[src/hw/rtl/stick_command_arm_encoder_core_macros.svh]
// Assertion helpers for the RTL file that checks itself.
// Each macro expects i_clk and i_rst_n in scope.
`ifndef STICK_COMMAND_ARM_ENCODER_CORE_MACROS_SVH
`define STICK_COMMAND_ARM_ENCODER_CORE_MACROS_SVH

// Same-cycle implication.
`define SCE_ASSERT_IMPL(lbl, ante, cons, msg) \
    lbl: assert property (@(posedge i_clk) disable iff (!i_rst_n) (ante) |-> (cons)) \
        else $error(msg);

// Next-cycle implication.
`define SCE_ASSERT_NEXT(lbl, ante, cons, msg) \
    lbl: assert property (@(posedge i_clk) disable iff (!i_rst_n) (ante) |=> (cons)) \
        else $error(msg);

`endif

[src/hw/rtl/sce_pkg.sv]
package sce_pkg;

    localparam int ADC_BITS_DEF = 12;
    localparam int CFG_W        = 16;
    localparam int IDX_W        = 3;

    localparam int DEADBAND     = 40;
    localparam int SPAN         = 1800;
    localparam int THR_FLOOR    = 120;
    localparam int SEND_PERIOD  = 20;
    // 5 * 3641, where 3641 / 65536 rounds 1/18 up; exact for products below 32768
    localparam int SCALE_RECIP  = 18205;
    localparam int SCALE_SHIFT  = 16;

    localparam logic [11:0] CENTER_RST    = 12'd2048;
    localparam logic [11:0] GEST_THR_RST  = 12'd900;
    localparam logic [15:0] HOLD_MS_RST   = 16'd3000;
    localparam logic [15:0] DEBOUNCE_RST  = 16'd250;
    localparam logic [15:0] GRACE_RST     = 16'd300;

    typedef enum logic [IDX_W-1:0] {
        REG_CENTER_THROTTLE = 3'd0,
        REG_CENTER_YAW      = 3'd1,
        REG_CENTER_PITCH    = 3'd2,
        REG_CENTER_ROLL     = 3'd3,
        REG_GESTURE_THR     = 3'd4,
        REG_GESTURE_HOLD    = 3'd5,
        REG_DEBOUNCE        = 3'd6,
        REG_GRACE           = 3'd7
    } t_reg_idx;

    typedef struct packed {
        logic [11:0] center_throttle;
        logic [11:0] center_yaw;
        logic [11:0] center_pitch;
        logic [11:0] center_roll;
        logic [11:0] gesture_threshold;
        logic [15:0] gesture_hold_ms;
        logic [15:0] debounce_ms;
        logic [15:0] grace_ms;
    } t_cfg;

    typedef struct packed {
        logic armed;
        logic calibrate;
        logic thr_block;
        logic send;
    } t_ctl_res;

    function automatic int diff_width(input int adc_bits);
        return ((adc_bits > 12) ? adc_bits : 12) + 2;
    endfunction

endpackage

[src/hw/rtl/stick_command_arm_encoder_core.sv]
// Stick command and arm encoder.
// Input channel (i_in_valid / o_in_stall) carries one control-loop sample: a
// millisecond time stamp, two active-low stick clicks and four ADC readings.
// Output channel (o_out_valid / i_out_stall) returns one command transaction
// per sample: armed flag, calibrate flag, throttle/yaw/pitch/roll commands and
// the 20 ms send strobe. Centers, gesture threshold and the hold, debounce and
// grace times are set over the write port (i_cfg_we, i_cfg_idx, i_cfg_data);
// the user must set them only while the block is idle; the block does not enforce it.
// A sample accepted into the input register moves into the result register
// when that register is free and shows on the outputs from there; the input
// register and the result register bound a single combinational pass
// (subtract, clamp, one constant multiply, 32-bit time compares).
// Throughput: one sample per cycle, sustained while the receiver does not stall.
// Reset clears the arm, gesture, debounce and send state and loads the
// default register values; no clearing pass, the block accepts at once.
// When the receiver stalls, the result register holds its transaction and one
// more sample may wait in the input register; o_in_stall rises only when
// both are full.
module stick_command_arm_encoder_core
    import sce_pkg::*;
#(
    parameter int ADC_BITS = ADC_BITS_DEF
) (
    input  logic                i_clk,
    input  logic                i_rst_n,
    // configuration write port
    input  logic                i_cfg_we,
    input  logic [IDX_W-1:0]    i_cfg_idx,
    input  logic [CFG_W-1:0]    i_cfg_data,
    // sample channel
    input  logic                i_in_valid,
    output logic                o_in_stall,
    input  logic [31:0]         i_now_ms,
    input  logic                i_left_click,
    input  logic                i_right_click,
    input  logic [ADC_BITS-1:0] i_raw_throttle,
    input  logic [ADC_BITS-1:0] i_raw_yaw,
    input  logic [ADC_BITS-1:0] i_raw_pitch,
    input  logic [ADC_BITS-1:0] i_raw_roll,
    // command channel
    output logic                o_out_valid,
    input  logic                i_out_stall,
    output logic                o_armed_flag,
    output logic                o_cal_flag,
    output logic [9:0]          o_throttle_cmd,
    output logic signed [9:0]   o_yaw_cmd,
    output logic signed [9:0]   o_pitch_cmd,
    output logic signed [9:0]   o_roll_cmd,
    output logic                o_send_now
);

`include "stick_command_arm_encoder_core_macros.svh"

    localparam int DW = diff_width(ADC_BITS);

    // configuration registers
    t_cfg r_cfg;

    always_ff @(posedge i_clk) begin
        if (!i_rst_n) begin
            r_cfg.center_throttle   <= CENTER_RST;
            r_cfg.center_yaw        <= CENTER_RST;
            r_cfg.center_pitch      <= CENTER_RST;
            r_cfg.center_roll       <= CENTER_RST;
            r_cfg.gesture_threshold <= GEST_THR_RST;
            r_cfg.gesture_hold_ms   <= HOLD_MS_RST;
            r_cfg.debounce_ms       <= DEBOUNCE_RST;
            r_cfg.grace_ms          <= GRACE_RST;
        end else if (i_cfg_we) begin
            case (t_reg_idx'(i_cfg_idx))
                REG_CENTER_THROTTLE: r_cfg.center_throttle   <= i_cfg_data[11:0];
                REG_CENTER_YAW:      r_cfg.center_yaw        <= i_cfg_data[11:0];
                REG_CENTER_PITCH:    r_cfg.center_pitch      <= i_cfg_data[11:0];
                REG_CENTER_ROLL:     r_cfg.center_roll       <= i_cfg_data[11:0];
                REG_GESTURE_THR:     r_cfg.gesture_threshold <= i_cfg_data[11:0];
                REG_GESTURE_HOLD:    r_cfg.gesture_hold_ms   <= i_cfg_data[15:0];
                REG_DEBOUNCE:        r_cfg.debounce_ms       <= i_cfg_data[15:0];
                REG_GRACE:           r_cfg.grace_ms          <= i_cfg_data[15:0];
                default: begin
                end
            endcase
        end
    end

    // handshake: the result register frees when it is empty or being taken
    logic r_s1_valid;
    logic r_out_valid;
    logic w_out_free;
    logic w_adv;
    logic w_accept;

    assign w_out_free = !r_out_valid || !i_out_stall;
    assign w_adv      = r_s1_valid && w_out_free;
    assign o_in_stall = r_s1_valid && !w_out_free;
    assign w_accept   = i_in_valid && !o_in_stall;

    // input register
    logic [31:0]         r_s1_now;
    logic                r_s1_left;
    logic                r_s1_right;
    logic [ADC_BITS-1:0] r_s1_thr;
    logic [ADC_BITS-1:0] r_s1_yaw;
    logic [ADC_BITS-1:0] r_s1_pit;
    logic [ADC_BITS-1:0] r_s1_rol;

    always_ff @(posedge i_clk) begin
        if (!i_rst_n) begin
            r_s1_valid <= 1'b0;
        end else if (w_accept) begin
            r_s1_valid <= 1'b1;
        end else if (w_adv) begin
            r_s1_valid <= 1'b0;
        end
    end

    always_ff @(posedge i_clk) begin
        if (w_accept) begin
            r_s1_now   <= i_now_ms;
            r_s1_left  <= i_left_click;
            r_s1_right <= i_right_click;
            r_s1_thr   <= i_raw_throttle;
            r_s1_yaw   <= i_raw_yaw;
            r_s1_pit   <= i_raw_pitch;
            r_s1_rol   <= i_raw_roll;
        end
    end

    // single pass: axis mapping, throttle mapping, arm/gesture/send control
    logic signed [DW-1:0] w_d_thr, w_d_yaw, w_d_pit, w_d_rol;
    logic [9:0]           w_thr_cmd;
    logic signed [9:0]    w_yaw_cmd, w_pit_cmd, w_rol_cmd;
    t_ctl_res             w_ctl;

    sce_throttle #(.ADC_BITS(ADC_BITS)) u_throttle (
        .i_raw    (r_s1_thr),
        .i_center (r_cfg.center_throttle),
        .i_block  (w_ctl.thr_block),
        .o_diff   (w_d_thr),
        .o_cmd    (w_thr_cmd)
    );

    sce_axis #(.ADC_BITS(ADC_BITS)) u_yaw (
        .i_raw    (r_s1_yaw),
        .i_center (r_cfg.center_yaw),
        .i_flip   (1'b0),
        .o_diff   (w_d_yaw),
        .o_cmd    (w_yaw_cmd)
    );

    // pitch is inverted
    sce_axis #(.ADC_BITS(ADC_BITS)) u_pitch (
        .i_raw    (r_s1_pit),
        .i_center (r_cfg.center_pitch),
        .i_flip   (1'b1),
        .o_diff   (w_d_pit),
        .o_cmd    (w_pit_cmd)
    );

    sce_axis #(.ADC_BITS(ADC_BITS)) u_roll (
        .i_raw    (r_s1_rol),
        .i_center (r_cfg.center_roll),
        .i_flip   (1'b0),
        .o_diff   (w_d_rol),
        .o_cmd    (w_rol_cmd)
    );

    // state advances only when the sample moves into the result register
    sce_ctl #(.ADC_BITS(ADC_BITS)) u_ctl (
        .i_clk         (i_clk),
        .i_rst_n       (i_rst_n),
        .i_adv         (w_adv),
        .i_cfg         (r_cfg),
        .i_now_ms      (r_s1_now),
        .i_left_click  (r_s1_left),
        .i_right_click (r_s1_right),
        .i_d_thr       (w_d_thr),
        .i_d_yaw       (w_d_yaw),
        .i_d_pit       (w_d_pit),
        .i_d_rol       (w_d_rol),
        .o_res         (w_ctl)
    );

    // result register
    logic              r_out_armed;
    logic              r_out_cal;
    logic [9:0]        r_out_thr;
    logic signed [9:0] r_out_yaw;
    logic signed [9:0] r_out_pit;
    logic signed [9:0] r_out_rol;
    logic              r_out_send;

    always_ff @(posedge i_clk) begin
        if (!i_rst_n) begin
            r_out_valid <= 1'b0;
        end else if (w_adv) begin
            r_out_valid <= 1'b1;
        end else if (!i_out_stall) begin
            r_out_valid <= 1'b0;
        end
    end

    always_ff @(posedge i_clk) begin
        if (w_adv) begin
            r_out_armed <= w_ctl.armed;
            r_out_cal   <= w_ctl.calibrate;
            r_out_thr   <= w_thr_cmd;
            r_out_yaw   <= w_yaw_cmd;
            r_out_pit   <= w_pit_cmd;
            r_out_rol   <= w_rol_cmd;
            r_out_send  <= w_ctl.send;
        end
    end

    assign o_out_valid    = r_out_valid;
    assign o_armed_flag   = r_out_armed;
    assign o_cal_flag     = r_out_cal;
    assign o_throttle_cmd = r_out_thr;
    assign o_yaw_cmd      = r_out_yaw;
    assign o_pitch_cmd    = r_out_pit;
    assign o_roll_cmd     = r_out_rol;
    assign o_send_now     = r_out_send;

    `SCE_ASSERT_IMPL(a_thr_zero_disarmed, r_out_valid && !r_out_armed, r_out_thr == '0, "throttle nonzero while disarmed")
    `SCE_ASSERT_IMPL(a_cal_only_disarmed, r_out_valid && r_out_cal, !r_out_armed, "calibrate raised while armed")
    `SCE_ASSERT_NEXT(a_adv_lands, w_adv, r_out_valid, "advanced sample missing from result register")
    `SCE_ASSERT_NEXT(a_stall_keeps, r_out_valid && i_out_stall, r_out_valid, "stalled result dropped")

endmodule

[src/hw/rtl/sce_axis.sv]
module sce_axis
    import sce_pkg::*;
#(
    parameter int ADC_BITS = ADC_BITS_DEF
) (
    input  logic [ADC_BITS-1:0]                  i_raw,
    input  logic [11:0]                          i_center,
    input  logic                                 i_flip,
    output logic signed [diff_width(ADC_BITS)-1:0] o_diff,
    output logic signed [9:0]                    o_cmd
);

    localparam int DW = diff_width(ADC_BITS);

    logic signed [DW-1:0] w_d;
    logic                 w_neg;
    logic [DW-1:0]        w_abs;
    logic [10:0]          w_mag;
    logic [25:0]          w_prod;
    logic [9:0]           w_q;

    assign w_d    = $signed(DW'(i_raw)) - $signed(DW'(i_center));
    assign w_neg  = w_d[DW-1];
    assign w_abs  = w_neg ? DW'(-w_d) : DW'(w_d);
    assign o_diff = w_d;

    // Deadband, then clamp to the span
    always_comb begin
        if (w_abs < DW'(DEADBAND)) begin
            w_mag = '0;
        end else if (w_abs > DW'(SPAN)) begin
            w_mag = 11'(SPAN);
        end else begin
            w_mag = w_abs[10:0];
        end
    end

    assign w_prod = 26'(w_mag) * 26'(SCALE_RECIP);
    assign w_q    = w_prod[SCALE_SHIFT +: 10];
    assign o_cmd  = (w_neg ^ i_flip) ? $signed(-w_q) : $signed(w_q);

endmodule

[src/hw/rtl/sce_throttle.sv]
module sce_throttle
    import sce_pkg::*;
#(
    parameter int ADC_BITS = ADC_BITS_DEF
) (
    input  logic [ADC_BITS-1:0]                  i_raw,
    input  logic [11:0]                          i_center,
    input  logic                                 i_block,
    output logic signed [diff_width(ADC_BITS)-1:0] o_diff,
    output logic [9:0]                           o_cmd
);

    localparam int DW = diff_width(ADC_BITS);

    logic signed [DW-1:0] w_d;
    logic signed [DW-1:0] w_c;
    logic [11:0]          w_x;
    logic [26:0]          w_prod;
    logic [10:0]          w_q;

    assign w_d    = $signed(DW'(i_raw)) - $signed(DW'(i_center));
    assign o_diff = w_d;

    always_comb begin
        if (w_d > $signed(DW'(SPAN))) begin
            w_c = $signed(DW'(SPAN));
        end else if (w_d < -$signed(DW'(SPAN))) begin
            w_c = -$signed(DW'(SPAN));
        end else begin
            w_c = w_d;
        end
    end

    // Offset into 0..3600, scale by 1000/3600
    assign w_x    = 12'(w_c + $signed(DW'(SPAN)));
    assign w_prod = 27'(w_x) * 27'(SCALE_RECIP);
    assign w_q    = w_prod[SCALE_SHIFT +: 11];

    always_comb begin
        if (i_block || (w_d < -$signed(DW'(THR_FLOOR)))) begin
            o_cmd = '0;
        end else begin
            o_cmd = w_q[9:0];
        end
    end

endmodule

[src/hw/rtl/sce_ctl.sv]
module sce_ctl
    import sce_pkg::*;
#(
    parameter int ADC_BITS = ADC_BITS_DEF
) (
    input  logic                                 i_clk,
    input  logic                                 i_rst_n,
    input  logic                                 i_adv,
    input  t_cfg                                 i_cfg,
    input  logic [31:0]                          i_now_ms,
    input  logic                                 i_left_click,
    input  logic                                 i_right_click,
    input  logic signed [diff_width(ADC_BITS)-1:0] i_d_thr,
    input  logic signed [diff_width(ADC_BITS)-1:0] i_d_yaw,
    input  logic signed [diff_width(ADC_BITS)-1:0] i_d_pit,
    input  logic signed [diff_width(ADC_BITS)-1:0] i_d_rol,
    output t_ctl_res                             o_res
);

    localparam int DW = diff_width(ADC_BITS);

    logic        r_armed, n_armed;
    logic        r_prev_l, r_prev_r;
    logic [31:0] r_last_tog, n_last_tog;
    logic [31:0] r_grace, n_grace;
    logic [31:0] r_hold_start, n_hold_start;
    logic        r_fired, n_fired;
    logic [31:0] r_last_send, n_last_send;

    logic                 w_edge;
    logic                 w_tog;
    logic signed [DW-1:0] w_th;
    logic                 w_gesture;
    logic [31:0]          w_hs_eff;
    logic                 w_fired_eff;
    logic                 w_send;

    assign w_edge = (r_prev_l & ~i_left_click) | (r_prev_r & ~i_right_click);
    assign w_tog  = w_edge && ((i_now_ms - r_last_tog) > 32'(i_cfg.debounce_ms));
    assign w_th   = $signed(DW'(i_cfg.gesture_threshold));

    always_comb begin
        n_armed     = r_armed;
        n_last_tog  = r_last_tog;
        n_grace     = r_grace;
        if (w_tog) begin
            n_armed    = ~r_armed;
            n_last_tog = i_now_ms;
            n_grace    = ~r_armed ? (i_now_ms + 32'(i_cfg.grace_ms)) : '0;
        end

        w_gesture = !n_armed && (i_d_thr < -w_th) && (i_d_yaw > w_th) &&
                    (i_d_pit < -w_th) && (i_d_rol < -w_th);

        // A zero start stamp means not holding: restart the hold here
        w_hs_eff    = (r_hold_start == '0) ? i_now_ms : r_hold_start;
        w_fired_eff = (r_hold_start == '0) ? 1'b0 : r_fired;
        if (w_gesture) begin
            n_hold_start = w_hs_eff;
            n_fired      = w_fired_eff ||
                           ((i_now_ms - w_hs_eff) >= 32'(i_cfg.gesture_hold_ms));
        end else begin
            n_hold_start = '0;
            n_fired      = 1'b0;
        end

        w_send      = (i_now_ms - r_last_send) >= 32'(SEND_PERIOD);
        n_last_send = w_send ? i_now_ms : r_last_send;

        o_res.armed     = n_armed;
        o_res.calibrate = w_gesture && n_fired;
        o_res.thr_block = !n_armed || ((n_grace != '0) && (i_now_ms < n_grace));
        o_res.send      = w_send;
    end

    always_ff @(posedge i_clk) begin
        if (!i_rst_n) begin
            r_armed      <= 1'b0;
            r_prev_l     <= 1'b1;
            r_prev_r     <= 1'b1;
            r_last_tog   <= '0;
            r_grace      <= '0;
            r_hold_start <= '0;
            r_fired      <= 1'b0;
            r_last_send  <= '0;
        end else if (i_adv) begin
            r_armed      <= n_armed;
            r_prev_l     <= i_left_click;
            r_prev_r     <= i_right_click;
            r_last_tog   <= n_last_tog;
            r_grace      <= n_grace;
            r_hold_start <= n_hold_start;
            r_fired      <= n_fired;
            r_last_send  <= n_last_send;
        end
    end

endmodule

[config.mk]
export PLATFORM = sky130hd
export DESIGN_NAME = stick_command_arm_encoder_core
export DESIGN_NICKNAME = d
export VERILOG_FILES = /design/src/hw/rtl/sce_pkg.sv /design/src/hw/rtl/stick_command_arm_encoder_core.sv /design/src/hw/rtl/sce_axis.sv /design/src/hw/rtl/sce_throttle.sv /design/src/hw/rtl/sce_ctl.sv
export VERILOG_INCLUDE_DIRS = /design/src /design/src/hw/rtl
export SDC_FILE = /design/constraint.sdc
export NUM_CORES = 2
export LEC_CHECK = 0
export BUFFER_PORTS_ARGS = -buffer_cell sky130_fd_sc_hd__clkbuf_2
export CORE_ASPECT_RATIO = 1.4
export CORE_MARGIN = 2
export CORE_UTILIZATION = 36
export DETAILED_ROUTE_END_ITERATION = 7
export HOLD_SLACK_MARGIN = 0.02
export RECOVER_POWER = 100
export REMOVE_ABC_BUFFERS = 1
export SLEW_MARGIN = 10
export SYNTH_ARGS = -nofsm -noshare
export SYNTH_HDL_FRONTEND = slang
export SYNTH_SLANG_ARGS = --single-unit
export TNS_END_PERCENT = 100
[constraint.sdc]
create_clock -name i_clk -period 12 [get_ports i_clk]
set_input_delay 2.4 -clock i_clk [delete_from_list [all_inputs] [get_ports i_clk]]
set_output_delay 2.4 -clock i_clk [all_outputs]
set_load 0.02 [all_outputs]
==> impl_summary.txt <==
----------------------------------------------------
[Run status]
  Status ... finished, violations left
  Violated checks ... capacitance limit, slew limit

[Worst setup path]
  Endpoint required time on the critical path ... 12.31 ns
  Startpoint kind of the worst setup timing path ... register
  Element type at the critical path end ... register
  Most frequent cell on the critical path ... sky130_fd_sc_hd__a21o_1
  Biggest fanout along the worst timing path ... 37
  Arrival time worst endpoint ... 10.99 ns
  Standard cell with the maximum stage delay on the critical path ... sky130_fd_sc_hd__a2111oi_1
  Startpoint-to-endpoint class of the critical path ... reg2reg
  Largest stage delay on the critical path ... 0.88 ns

[Timing]
  Final setup violating endpoints ... 0
  Setup Skew ... 0.0203 ns
  Post-Route Setup TNS ... 0 ns
  Final period utilization ... 0.890
  Post-route setup slack ... 1.32 ns
  Highest clock rate ... 93.6 MHz
  Time the final worst path needs with I/O delays and setup ... 10.68 ns
  Rel. slew slack ... -1.68
  Hold Fails Final Rpt ... 0
  RSZ-0062 raised after global routing ... false
  Worst-margin pin slew ... 4.02 ns
  Final slew viol count ... 450
  Post-Route Hold Slack ... 0.456 ns

[Yosys]
  Unique masters post-synth ... 108
  Cell type contributing the most total cell area after synthesis ... sky130_fd_sc_hd__ha_1
  Total of warnings raised by yosys ... 0
  Post-synthesis cell area ... 38100 sq um
  Fraction of the yosys area taken by sequential cells ... 0.225
  Mean post-synth cell area ... 8.42 sq um
  Cell types with the largest area share after synthesis ... sky130_fd_sc_hd__ha_1, sky130_fd_sc_hd__dfxtp_1, sky130_fd_sc_hd__edfxtp_1
  Top cells by count, synth ... sky130_fd_sc_hd__ha_1, sky130_fd_sc_hd__inv_1, sky130_fd_sc_hd__nand2_1
  EDFF count, synth ... 125
  Synthesized netlist cell count ... 4532
  Top cell type's share of synthesized area ... 0.194
  Post-synthesis async set-or-reset flop share ... 0
  Most common flop cell mapped by yosys ... sky130_fd_sc_hd__dfxtp_1
  FF+latch count, synth ... 367

[Floorplanning]
  Area of the core ... 105000 sq um
  Initial cell density of the core ... 0.362
  Die Footprint ... 109000 sq um
  Die span in y ... 389 um
  Die outline width ... 279 um
  Cell row count ... 141
  Total I/O pin count ... 151

[Route]
  Number of search-and-repair iterations in the first detailed-routing pass ... 7
  # DRC ... 0
  Wire length reported by the detailed router ... 109000 um
  Wirelength per Cell ... 18.1 um
  Via/cell ratio ... 5.30
  Number of DRC violations after detailed-routing iteration 0 ... 1682
  Antenna violation net count after detailed routing ... 0
  Total number of vias ... 32000

[Clock tree]
  Clock transition time at the flip-flop clock pins of the worst setup and hold paths ... 0.06 ns
  Total of cells resized after clock tree synthesis ... 0
  Postcts setup bufs ... 0
  Deepest level of the CTS H-tree ... 2
  Number of hold buffers added after CTS ... 0
  Source-to-sink clock delay at the later pin of the worst-skew pair ... 0.61 ns
  Clock root buffer ... sky130_fd_sc_hd__clkbuf_16
  Num Clock Sinks ... 367
  Number of buffers created by CTS ... 45
  Largest buffer count on any clock path ... 3
  TritonCTS clock tree ... done

[Final layout]
  Post-route core utilization ... 0.396
  Number of filler cells placed in the layout ... 10700
  Layout Nets ... 5494
  Signed area change from the synthesized netlist to the final layout ... 9.46%
  Fraction of final layout cells with drive strength greater than 1 ... 0.0569

[Run]
  Max_cap viols ... 7

[Pwr]
  Leakage ... 18.4 nW
  Final total power ... 13.1 mW
  Fraction of power consumed by the clock network ... 0.110
  Internal power ... 6.67 mW
  Share of power burned in combinational logic ... 0.764
  Share of total power in sequential cells ... 0.126
  Switching power total ... 6.45 mW
  Areal power density over the cells ... 314 nW/um^2
  IR drop worst, VDD ... 0.311 mV
  Switching part of the total power ... 0.491

[Min path]
  Hold WC Path Type ... reg2reg

[Global routing]
  Overflow left after global routing ... 0
  Number of antenna violations at the first check in global routing ... 8
  Via count of the first global-routing pass ... 31400
  Pin count of the biggest net entering global routing ... 101
  Wire length of the first global-routing pass ... 172000 um
  Overall track demand over capacity in global routing ... 0.199

[Place]
  Dpl ws ... 1.09 ns
  Number of buffers added on ports ... 150
  Final HPWL from detailed placement ... 86000 um
  Last weighted congestion value of the routability-driven placer ... 0.924

----------------------------------------------------
[per-layer routing]
layer,global-route usage,up-vias,routed length [um]
met1,0.233,15200,45400
li1,-,16000,-
met3,0.0256,194,4230
met5,0,-,66
met4,0.0697,10,4250
met2,0.367,605,55200
[cells by family after synthesis]
family,share of synthesized area
xor gates and xnor gates,0.0466
and+or+nand+nor,0.170
muxes,0.0221
buffers and inverters,0.0739
AOI/OAI and AO/OA,0.184
DFF,0.225
adders and majority gates,0.279
[final timing paths]
check | start | to | slack, ns | cells after the start
max | r_s1_now[0] | o_throttle_cmd[4] | 1.32 | 44
min | u_ctl.r_last_send[11] | u_ctl.r_last_send[11] | 0.46 | 2
max reg2reg | r_s1_now[0] | o_throttle_cmd[4] | 1.32 | 44
min reg2reg | u_ctl.r_last_send[11] | u_ctl.r_last_send[11] | 0.46 | 2
[final cells by class]
type | count | area [sq um] | area share
Sequential cell | 367 | 8600 | 0.206
Tap cell | 1358 | 1700 | 0.0407
Clock buffer | 55 | 1220 | 0.0291
Timing Repair Buffer | 195 | 955 | 0.0229
Clock inverter | 28 | 308 | 0.00737
Antenna cell | 2 | 5.00 | 0.000120
Multi-Input combinational cell | 3426 | 26700 | 0.640
Inverter | 601 | 2260 | 0.0540
[per-stage QoR]
step | area [sq um] | cells
CTS | 41900 | 6030
global route | 41700 | 6030
global placement | 40400 | 5947
detailed placement | 40400 | 5947
finish | 41800 | 6032
floorplan | 37600 | 4394
[power by group through the flow]
stage	Combinational (mW)	Sequential, mW	Clock, mW
2_1_floorplan	7.85	1.75	0
3_5_place_dp	10.2	1.68	0
6_report	10.0	1.65	1.45
4_1_cts	10.3	1.65	1.49
3_3_place_gp	10.1	1.68	0
5_1_grt	11.6	1.66	1.53
[cell usage in the layout (no fill, tap or decap), drive strengths merged, types with 137 or more instances in the layout]
cell type,instances
inv,601
dfxtp,242
xnor2,137
nor2,243
nand2,557
o21ai,198
clkbuf,213
fa,161
ha,591
a21oi,225
a21boi,156
[worst max-delay path, delay by kind of cell (launching register included)]
family	cells	cell delay, ns
DFF	1	0.50
adders and majority gates	4	1.17
buffers and inverters	4	0.90
and+or+nand+nor	12	2.01
AOI/OAI and AO/OA	22	5.38
muxes	1	0.31
xor gates and xnor gates	1	0.09
[registers in the layout (all words and copies together) (netlist names), 10 cells and up]
name                count
u_ctl.r_last_tog       32
u_ctl.r_grace          32
u_ctl.r_hold_start     32
o_roll_cmd             10
r_s1_now               32
r_s1_thr               12
r_s1_pit               12
u_ctl.r_last_send      32
o_yaw_cmd              10
r_s1_rol               12
r_s1_yaw               12
o_throttle_cmd         10
o_pitch_cmd            10
r_cfg                 108
(Power assumes the default switching activity.)
